### src/sv/fbfl_pkg.sv
// Shared types and constants for the fixed block free list allocator.
// No dependencies; imported by fbfl_ctrl, fbfl_dp and the top level.
package fbfl_pkg;

  // Pool geometry: the item fields take their block index width from IDX_W
  localparam int unsigned MAX_BLOCKS = 256;
  localparam int unsigned IDX_W      = 8;
  localparam int unsigned LINK_W     = 9;
  localparam logic [LINK_W-1:0] LINK_NULL = LINK_W'(MAX_BLOCKS);

  // Request kinds
  typedef enum logic {
    KIND_ALLOC   = 1'b0,
    KIND_RELEASE = 1'b1
  } kind_e;

  // Result status codes
  typedef enum logic [1:0] {
    ST_OK      = 2'd0,
    ST_NO_POOL = 2'd1,
    ST_EMPTY   = 2'd2,
    ST_IGNORED = 2'd3
  } status_e;

  // Controller states
  typedef enum logic {
    S_IDLE = 1'b0,
    S_POP  = 1'b1
  } state_e;

  // Input item
  typedef struct packed {
    logic             kind;
    logic             block_present;
    logic [IDX_W-1:0] block_index;
  } fbfl_in_t;

  // Result item
  typedef struct packed {
    logic [1:0]       status;
    logic [IDX_W-1:0] granted_index;
  } fbfl_out_t;

  // Commands from controller to datapath
  typedef struct packed {
    logic    pop_rd;    // read the head's link from the link memory
    logic    pop_done;  // advance head to the fetched link
    logic    push;      // link released block in front of head
    logic    load_out;  // capture a result into the output register
    status_e status;    // status of the captured result
  } fbfl_cmd_t;

  // Status from datapath to controller
  typedef struct packed {
    logic created;      // block count nonzero
    logic head_null;    // free list empty
    logic idx_in_range; // released index below block count
  } fbfl_sts_t;

endpackage

### src/sv/fbfl_ctrl.sv
// Controller state machine of the free list allocator.
// Depends on fbfl_pkg; drives fbfl_dp through fbfl_cmd_t.
module fbfl_ctrl import fbfl_pkg::*; (
  input  logic      clk_i,
  input  logic      rst_ni,
  input  logic      in_valid_i,
  output logic      in_ready_o,
  input  logic      in_kind_i,
  input  logic      in_present_i,
  output logic      out_valid_o,
  input  logic      out_ready_i,
  input  fbfl_sts_t sts_i,
  output fbfl_cmd_t cmd_o
);

  state_e state_q, state_d;
  logic   out_valid_q, out_valid_d;
  logic   slot_free;
  logic   in_xfer;

  // Output slot is free when empty or being drained this cycle
  assign slot_free   = !out_valid_q || out_ready_i;
  assign in_ready_o  = (state_q == S_IDLE) && slot_free;
  assign in_xfer     = in_valid_i && in_ready_o;
  assign out_valid_o = out_valid_q;

  // Hold state and output valid
  always_ff @(posedge clk_i or negedge rst_ni) begin
    if (!rst_ni) begin
      state_q     <= S_IDLE;
      out_valid_q <= 1'b0;
    end else begin
      state_q     <= state_d;
      out_valid_q <= out_valid_d;
    end
  end

  // Decode requests and sequence pops
  always_comb begin
    state_d = state_q;
    cmd_o   = '{pop_rd: 1'b0, pop_done: 1'b0, push: 1'b0, load_out: 1'b0, status: ST_OK};
    case (state_q)
      S_IDLE: begin
        if (in_xfer) begin
          if (in_kind_i == KIND_ALLOC) begin
            if (!sts_i.created) begin
              cmd_o.load_out = 1'b1;
              cmd_o.status   = ST_NO_POOL;
            end else if (sts_i.head_null) begin
              cmd_o.load_out = 1'b1;
              cmd_o.status   = ST_EMPTY;
            end else begin
              cmd_o.pop_rd = 1'b1;
              state_d      = S_POP;
            end
          end else begin
            cmd_o.load_out = 1'b1;
            if (!in_present_i) begin
              cmd_o.status = ST_IGNORED;
            end else if (!sts_i.created) begin
              cmd_o.status = ST_NO_POOL;
            end else if (!sts_i.idx_in_range) begin
              cmd_o.status = ST_IGNORED;
            end else begin
              cmd_o.push   = 1'b1;
              cmd_o.status = ST_OK;
            end
          end
        end
      end
      S_POP: begin
        cmd_o.pop_done = 1'b1;
        cmd_o.load_out = 1'b1;
        cmd_o.status   = ST_OK;
        state_d        = S_IDLE;
      end
      default: state_d = S_IDLE;
    endcase
  end

  // Set on a new result, drop once transferred
  always_comb begin
    if (cmd_o.load_out) begin
      out_valid_d = 1'b1;
    end else begin
      out_valid_d = out_valid_q && !out_ready_i;
    end
  end

  // A result is captured only into a free slot
  a_load_free: assert property (@(posedge clk_i) disable iff (!rst_ni)
    cmd_o.load_out |-> slot_free)
    else $error("result loaded over a pending result");

  // Every link read is followed by the head update
  a_pop_seq: assert property (@(posedge clk_i) disable iff (!rst_ni)
    cmd_o.pop_rd |=> cmd_o.pop_done)
    else $error("pop read not completed");

  // Pops only start on a nonempty, created pool
  a_pop_legal: assert property (@(posedge clk_i) disable iff (!rst_ni)
    cmd_o.pop_rd |-> (sts_i.created && !sts_i.head_null))
    else $error("pop started on empty or missing pool");

endmodule

### src/sv/fbfl_dp.sv
// Datapath of the free list allocator: head, block count, link memory,
// written-link flags and output register. Depends on fbfl_pkg.
module fbfl_dp import fbfl_pkg::*; (
  input  logic              clk_i,
  input  logic              rst_ni,
  input  logic              cfg_we_i,
  input  logic [LINK_W-1:0] cfg_data_i,
  input  logic [IDX_W-1:0]  in_index_i,
  input  fbfl_cmd_t         cmd_i,
  output fbfl_sts_t         sts_o,
  output fbfl_out_t         out_o
);

  logic [LINK_W-1:0]     count_q;
  logic [LINK_W-1:0]     head_q, head_d;
  logic [MAX_BLOCKS-1:0] link_vld_q;
  logic [LINK_W-1:0]     link_mem [MAX_BLOCKS];
  logic [LINK_W-1:0]     rd_link_q;
  logic                  rd_vld_q;
  logic [LINK_W-1:0]     cfg_count;
  logic [LINK_W-1:0]     head_succ;
  logic [LINK_W-1:0]     fresh_link;
  logic [LINK_W-1:0]     next_head;
  fbfl_out_t             out_q;
  logic [IDX_W-1:0]      head_idx;

  assign head_idx = head_q[IDX_W-1:0];

  // Saturate the written block count
  assign cfg_count = (cfg_data_i > LINK_NULL) ? LINK_NULL : cfg_data_i;

  // Link of a block untouched since the pool was built: its successor
  assign head_succ  = head_q + LINK_W'(1);
  assign fresh_link = (head_succ < count_q) ? head_succ : LINK_NULL;
  assign next_head  = rd_vld_q ? rd_link_q : fresh_link;

  always_comb begin
    head_d = head_q;
    if (cmd_i.push) begin
      head_d = {1'b0, in_index_i};
    end else if (cmd_i.pop_done) begin
      head_d = next_head;
    end
  end

  // Hold count, head and written-link flags; a count write rebuilds the chain
  always_ff @(posedge clk_i or negedge rst_ni) begin
    if (!rst_ni) begin
      count_q    <= '0;
      head_q     <= LINK_NULL;
      link_vld_q <= '0;
    end else if (cfg_we_i) begin
      count_q    <= cfg_count;
      head_q     <= (cfg_count == '0) ? LINK_NULL : '0;
      link_vld_q <= '0;
    end else begin
      head_q <= head_d;
      if (cmd_i.push) begin
        link_vld_q[in_index_i] <= 1'b1;
      end
    end
  end

  // Link memory: write on push, registered read on pop
  always_ff @(posedge clk_i) begin
    if (cmd_i.push) begin
      link_mem[in_index_i] <= head_q;
    end
    if (cmd_i.pop_rd) begin
      rd_link_q <= link_mem[head_idx];
      rd_vld_q  <= link_vld_q[head_idx];
    end
  end

  // Capture the result
  always_ff @(posedge clk_i) begin
    if (cmd_i.load_out) begin
      out_q.status        <= cmd_i.status;
      out_q.granted_index <= cmd_i.pop_done ? head_idx : '0;
    end
  end

  assign out_o = out_q;

  assign sts_o.created      = (count_q != '0);
  assign sts_o.head_null    = (head_q == LINK_NULL);
  assign sts_o.idx_in_range = ({1'b0, in_index_i} < count_q);

  // A pushed block becomes the new head
  a_push_head: assert property (@(posedge clk_i) disable iff (!rst_ni)
    (cmd_i.push && !cfg_we_i) |=> (head_q == {1'b0, $past(in_index_i)}))
    else $error("pushed block is not the head");

  // Head never exceeds the null code or the block count
  a_head_range: assert property (@(posedge clk_i) disable iff (!rst_ni)
    (head_q == LINK_NULL) || (head_q < count_q))
    else $error("head outside the pool");

endmodule

### src/sv/fixed_block_free_list_allocator.sv
// Top level of the fixed block free list allocator.
// Depends on fbfl_pkg; instantiates fbfl_ctrl and fbfl_dp.
//
// Usage:
//   Request channel (in_valid_i/in_ready_o/in_i) carries allocate or release
//   items; result channel (out_valid_o/out_ready_i/out_o) returns one status
//   and granted index per item. cfg_we_i/cfg_data_i writes the block count,
//   which rebuilds the free list at once (0 tears the pool down); write it
//   only while no item is in flight.
//   Timing: a release or a failed allocate has its result valid in the cycle
//   after the transfer; a successful allocate first passes through S_POP, as
//   the head's link comes from the link memory through a registered read.
//   Throughput: one item per cycle for releases and failed allocates while
//   the result channel does not stall; no request is taken while in S_POP.
//   Links of blocks not released since the last count write are implied by
//   a per-block flag, so the rebuild takes no sweep.
//   Reset: no pool, empty list, no result pending.
//   Stall: a result waits in the output register; the next request is
//   taken in the cycle that result is transferred.
module fixed_block_free_list_allocator import fbfl_pkg::*; (
  input  logic              clk_i,
  input  logic              rst_ni,
  input  logic              in_valid_i,
  output logic              in_ready_o,
  input  fbfl_in_t          in_i,
  output logic              out_valid_o,
  input  logic              out_ready_i,
  output fbfl_out_t         out_o,
  input  logic              cfg_we_i,
  input  logic [LINK_W-1:0] cfg_data_i
);

  fbfl_cmd_t cmd;
  fbfl_sts_t sts;

  // Sequence requests
  fbfl_ctrl u_ctrl (
    .clk_i        (clk_i),
    .rst_ni       (rst_ni),
    .in_valid_i   (in_valid_i),
    .in_ready_o   (in_ready_o),
    .in_kind_i    (in_i.kind),
    .in_present_i (in_i.block_present),
    .out_valid_o  (out_valid_o),
    .out_ready_i  (out_ready_i),
    .sts_i        (sts),
    .cmd_o        (cmd)
  );

  // Hold the free list
  fbfl_dp u_dp (
    .clk_i      (clk_i),
    .rst_ni     (rst_ni),
    .cfg_we_i   (cfg_we_i),
    .cfg_data_i (cfg_data_i),
    .in_index_i (in_i.block_index),
    .cmd_i      (cmd),
    .sts_o      (sts),
    .out_o      (out_o)
  );

endmodule
### config.mk
export PLATFORM = sky130hd
export DESIGN_NAME = fixed_block_free_list_allocator
export DESIGN_NICKNAME = d
export VERILOG_FILES = /design/src/sv/fbfl_pkg.sv /design/src/sv/fbfl_ctrl.sv /design/src/sv/fbfl_dp.sv /design/src/sv/fixed_block_free_list_allocator.sv
export SDC_FILE = /design/constraint.sdc
export NUM_CORES = 2
export LEC_CHECK = 0
export BUFFER_PORTS_ARGS = -buffer_cell sky130_fd_sc_hd__buf_2
export CORE_ASPECT_RATIO = 2
export CORE_MARGIN = 10
export CORE_UTILIZATION = 45
export DETAILED_ROUTE_END_ITERATION = 8
export PLACE_DENSITY_LB_ADDON = 0.2
export SLEW_MARGIN = 40
export SYNTH_ARGS = -nofsm -noshare
export SYNTH_HDL_FRONTEND = slang
export SYNTH_HIERARCHICAL = 1
export SYNTH_SLANG_ARGS = --single-unit
### constraint.sdc
create_clock -name clk_i -period 7 [get_ports clk_i]
set_input_delay 1.05 -clock clk_i [delete_from_list [all_inputs] [get_ports clk_i]]
set_output_delay 1.05 -clock clk_i [all_outputs]
set_load 0.02 [all_outputs]
==> reports/metrics.csv <==
stage,metric,value,unit
global_route,grt.total_usage,0.234,
die,placementRows,247,
synthesis,netlist-cell-type-count,75,
place,routabilityCongestion,0.872,
hold_path,hold_class,in2async,
synthesis,synthAdderAreaFrac,0.00209,
synthesis,syn_avg_cell_area,19.2,µm²
cts,cts_tree,built,
cells_and_area,n_fill_cell,18100,
critical_path,r2r-start,u_dp/head_q[1],
sta,final.setup_skew,0.0443,ns
cts,cts_made_buffers,219,
cts,post_cts_buffers,0,
power_and_ir_drop,p_switching,8.69,mW
synthesis,postSynthCellCount,5316,
synthesis,synth_xor_area_frac,0.000602,
cts,cts_hold_buf,0,
routing,ant_nets,0,
synthesis,synth_top_family_by_area,multiplexers,
sta,period_minus_slack,4.75,ns
routing,vias,52100,
sta,slew_headroom,0.370,
power_and_ir_drop,p_sw_frac,0.252,
critical_path,crit_start,u_dp/head_q[1],
power_and_ir_drop,power_frac_seq,0.509,
cells_and_area,final_layout_size_suffix_gt1_frac,0.260,
die,coreArea,226000,µm²
sta,setup_viol,0,
synthesis,ys_warn_count,6,
cells_and_area,seqCellArea,76700,µm²
sta,fmax,211,MHz
place,io_buffers,35,
die,initial_core_util,0.451,
job,cap_viol_max_count,0,
routing,drt_iter0_drc,5218,
synthesis,async_flop_share,0.106,
synthesis,synth_top_flop_cell,edfxtp_1,
global_route,grt_start_max_net_pins,140,
power_and_ir_drop,ir_drop,0.339,mV
routing,drt_pre_antenna_iters,6,
critical_path,critPathRequiredTime,7.73,ns
power_and_ir_drop,p_total,34.5,mW
run_status,status,finished clean,
sta,rsz0062_at_grt,false,
synthesis,synthMuxAreaShare,0.145,
critical_path,timing.critical_path.slowest_stage_cell,dfrtp_4,
critical_path,endpoint_kind,register,
critical_path,crit_top_cell,o41ai_1,
power_and_ir_drop,p_comb_frac,0.127,
synthesis,ys_seq_area_frac,0.753,
sta,hold_viol,0,
synthesis,syn-num-nets,5357,
place,dp_hpwl,190000,µm
critical_path,critPathMaxFanout,41,
critical_path,path_cells,"and2_2, buf_4, nand4_1, xnor2_1, ha_1, o21a_1, o21ai_0, a211oi_1, o41ai_1, and2_1, a221oi_1, o41ai_1",
cts,cts-root-buf,clkbuf_16,
synthesis,synth_area,102000,µm²
power_and_ir_drop,pwr_density_cell,303,nW/µm²
die,die_h,693,µm
power_and_ir_drop,p_leak,36.3,nW
routing,vias_per_cell,6.07,
cts,clockBufferDepth,4,
critical_path,crit_type,reg2reg,
cts,clkTransAtPathRegs,0.07,ns
sta,finalCritPeriodShare,0.678,
sta,drv_slew,0,
global_route,grt_pass1_vias,54200,
cells_and_area,finalNetCount,5460,
critical_path,worst-endpoint-arrival,5.48,ns
synthesis,synthSimpleGateAreaFrac,0.0402,
cells_and_area,multiInputGateArea,24200,µm²
power_and_ir_drop,clkPwrFrac,0.364,
global_route,gr-total-overflow,0,
die,die_area,247000,µm²
sta,fin_tns_setup,0,ns
routing,drc,0,
synthesis,synth_seq_cells,2600,
critical_path,max_stage_delay,0.93,ns
critical_path,cp-start-kind,register,
global_route,grt_pass1_wl,413000,µm
cts,cts_resized,0,
cts,cts_max_level,4,
routing,routedWlPerCell,34.0,µm
routing,wl,292000,µm
die,die_x,356,µm
cts,cts_sinks,2600,
global_route,antenna_found_initial,10,
cells_and_area,syn_to_final_growth,11.8,%
power_and_ir_drop,p_int,25.8,mW
die,num_io_pins,36,
cts,insertion_delay,0.87,ns
critical_path,critPathTopFamily,compound AO/OA/AOI/OAI gates,
sta,worst_pin_slew,0.919,ns
critical_path,cp.buffers_inverters,1,
synthesis,synth_edf_count,2324,
synthesis,synth_compound_area_frac,0.0406,
worst reg2reg max path, delay by kind of cell (launching register included):
| family | cells | cell delay (ns) |
|---|---|---|
| AO/OA/AOI/OAI | 6 | 1.57 |
| buffers and inverters | 1 | 0.46 |
| AND/OR/NAND/NOR | 3 | 1.10 |
| flip-flops | 1 | 0.93 |
| adder cells (fa/ha/maj) | 1 | 0.27 |
| XOR/XNOR | 1 | 0.27 |
sequential cells by signal, indices dropped and copies added (netlist names):
name / cells
u_ctrl/out_valid_o: 1
u_ctrl/state_q: 1
u_dp/count_q: 9
u_dp/head_q: 9
u_dp/link_mem: 2304
u_dp/link_vld_q: 256
u_dp/out_o: 10
u_dp/rd_link_q: 9
u_dp/rd_vld_q: 1
cells in the final DEF (no fill, tap or decap), types with 23 or more instances in the layout:
cell type     n
edfxtp_1   2324
o21ai_0      25
mux2i_1     209
a21oi_1      79
buf_2        39
a22o_1       35
clkbuf_1     48
nand2_1      74
o22ai_1      54
a22oi_1     129
nor2_2      245
clkbuf_16   223
nor2_1      508
a221oi_1     55
o21ba_2      30
a211oi_1     26
clkinv_2     41
nand3_1      37
clkinv_1     25
buf_12       23
bufinv_16    26
dfrtp_1     267
mux4_2      562
buf_4       140
routing by layer:
layer	routed length, µm	vias up	global-route usage	part of all wire
met5	80	-	0	0.00027
met4	24000	14	0.159	0.082
met3	15800	640	0.0285	0.054
met2	154000	2039	0.412	0.53
met1	98200	27900	0.265	0.34
li1	-	21600	-	-
cell type report:
| class | instances | share of cell area |
|---|---|---|
| Antenna cell | 1 | 0.0000220 |
| Tap cell | 2988 | 0.0328 |
| Sequential cell | 2600 | 0.674 |
| Timing Repair Buffer | 216 | 0.0166 |
| Clock inverter | 109 | 0.0109 |
| Clock buffer | 291 | 0.0530 |
| Multi-Input combinational cell | 2362 | 0.212 |
| Inverter | 20 | 0.000725 |
power groups by stage:
stage	logic, mW	clock network [mW]	registers, mW
after floorplan	2.16	0	18.2
after CTS	4.39	12.8	17.5
after global routing	4.51	13.3	17.5
after global placement	4.27	0	17.9
final	4.37	12.6	17.5
after detailed placement	4.38	0	17.9
through the flow:
step	hold slack, ns	utilization	setup slack (ns)	std cells	cell area [µm²]
2_1_floorplan	0.461	-	0.308	5316	102000
3_3_place_gp	0.473	0.468	1.66	8174	106000
3_5_place_dp	0.482	0.471	1.75	8185	106000
4_1_cts	0.183	0.504	2.28	8585	114000
5_1_grt	0.213	0.504	2.05	8587	114000
6_report	0.211	0.504	2.25	8587	114000
worst paths after layout:
| kind | end | slack (ns) | cells past startpoint |
|---|---|---|---|
| setup / recovery | u_dp/head_q[6] | 2.25 | 12 |
| hold / removal | u_dp/link_vld_q[227] | 0.21 | 1 |
| setup reg to reg | u_dp/head_q[6] | 2.25 | 12 |
| hold reg to reg | u_dp/link_vld_q[134] | 0.49 | 2 |
| max in group asynchronous | u_dp/count_q[8] | 5.54 | 2 |
| min in group clk_i | u_ctrl/out_valid_o | 0.45 | 3 |
synth_stat cells, types with 21 or more instances:
master / n / area, µm²
buf_1: 21 / 78.8
mux4_2: 562 / 12700
clkbuf_1: 172 / 646
o21ba_2: 30 / 300
a211oi_1: 30 / 225
nor3_1: 23 / 115
dfrtp_1: 275 / 6880
o21ai_0: 25 / 125
nand2_1: 81 / 304
a22oi_1: 129 / 968
a22o_1: 35 / 307
nor2_1: 757 / 2840
o22ai_1: 54 / 338
buf_2: 67 / 335
mux2i_1: 209 / 2090
buf_6: 47 / 529
edfxtp_1: 2324 / 69800
nand3_1: 44 / 220
a21oi_1: 83 / 415
a221oi_1: 61 / 534
cell families (layout without fill, tap and decap cells):
| kind of cell | after synthesis | count (layout) |
|---|---|---|
| xor gates and xnor gates | 7 | 7 |
| muxes | 773 | 773 |
| AOI/OAI and AO/OA | 567 | 567 |
| and+or+nand+nor | 998 | 998 |
| other | 0 | 1 |
| buffers and inverters | 354 | 636 |
| adders and majority gates | 17 | 17 |
| DFF | 2600 | 2600 |
No activity file was read; power rests on OpenSTA's default activity.
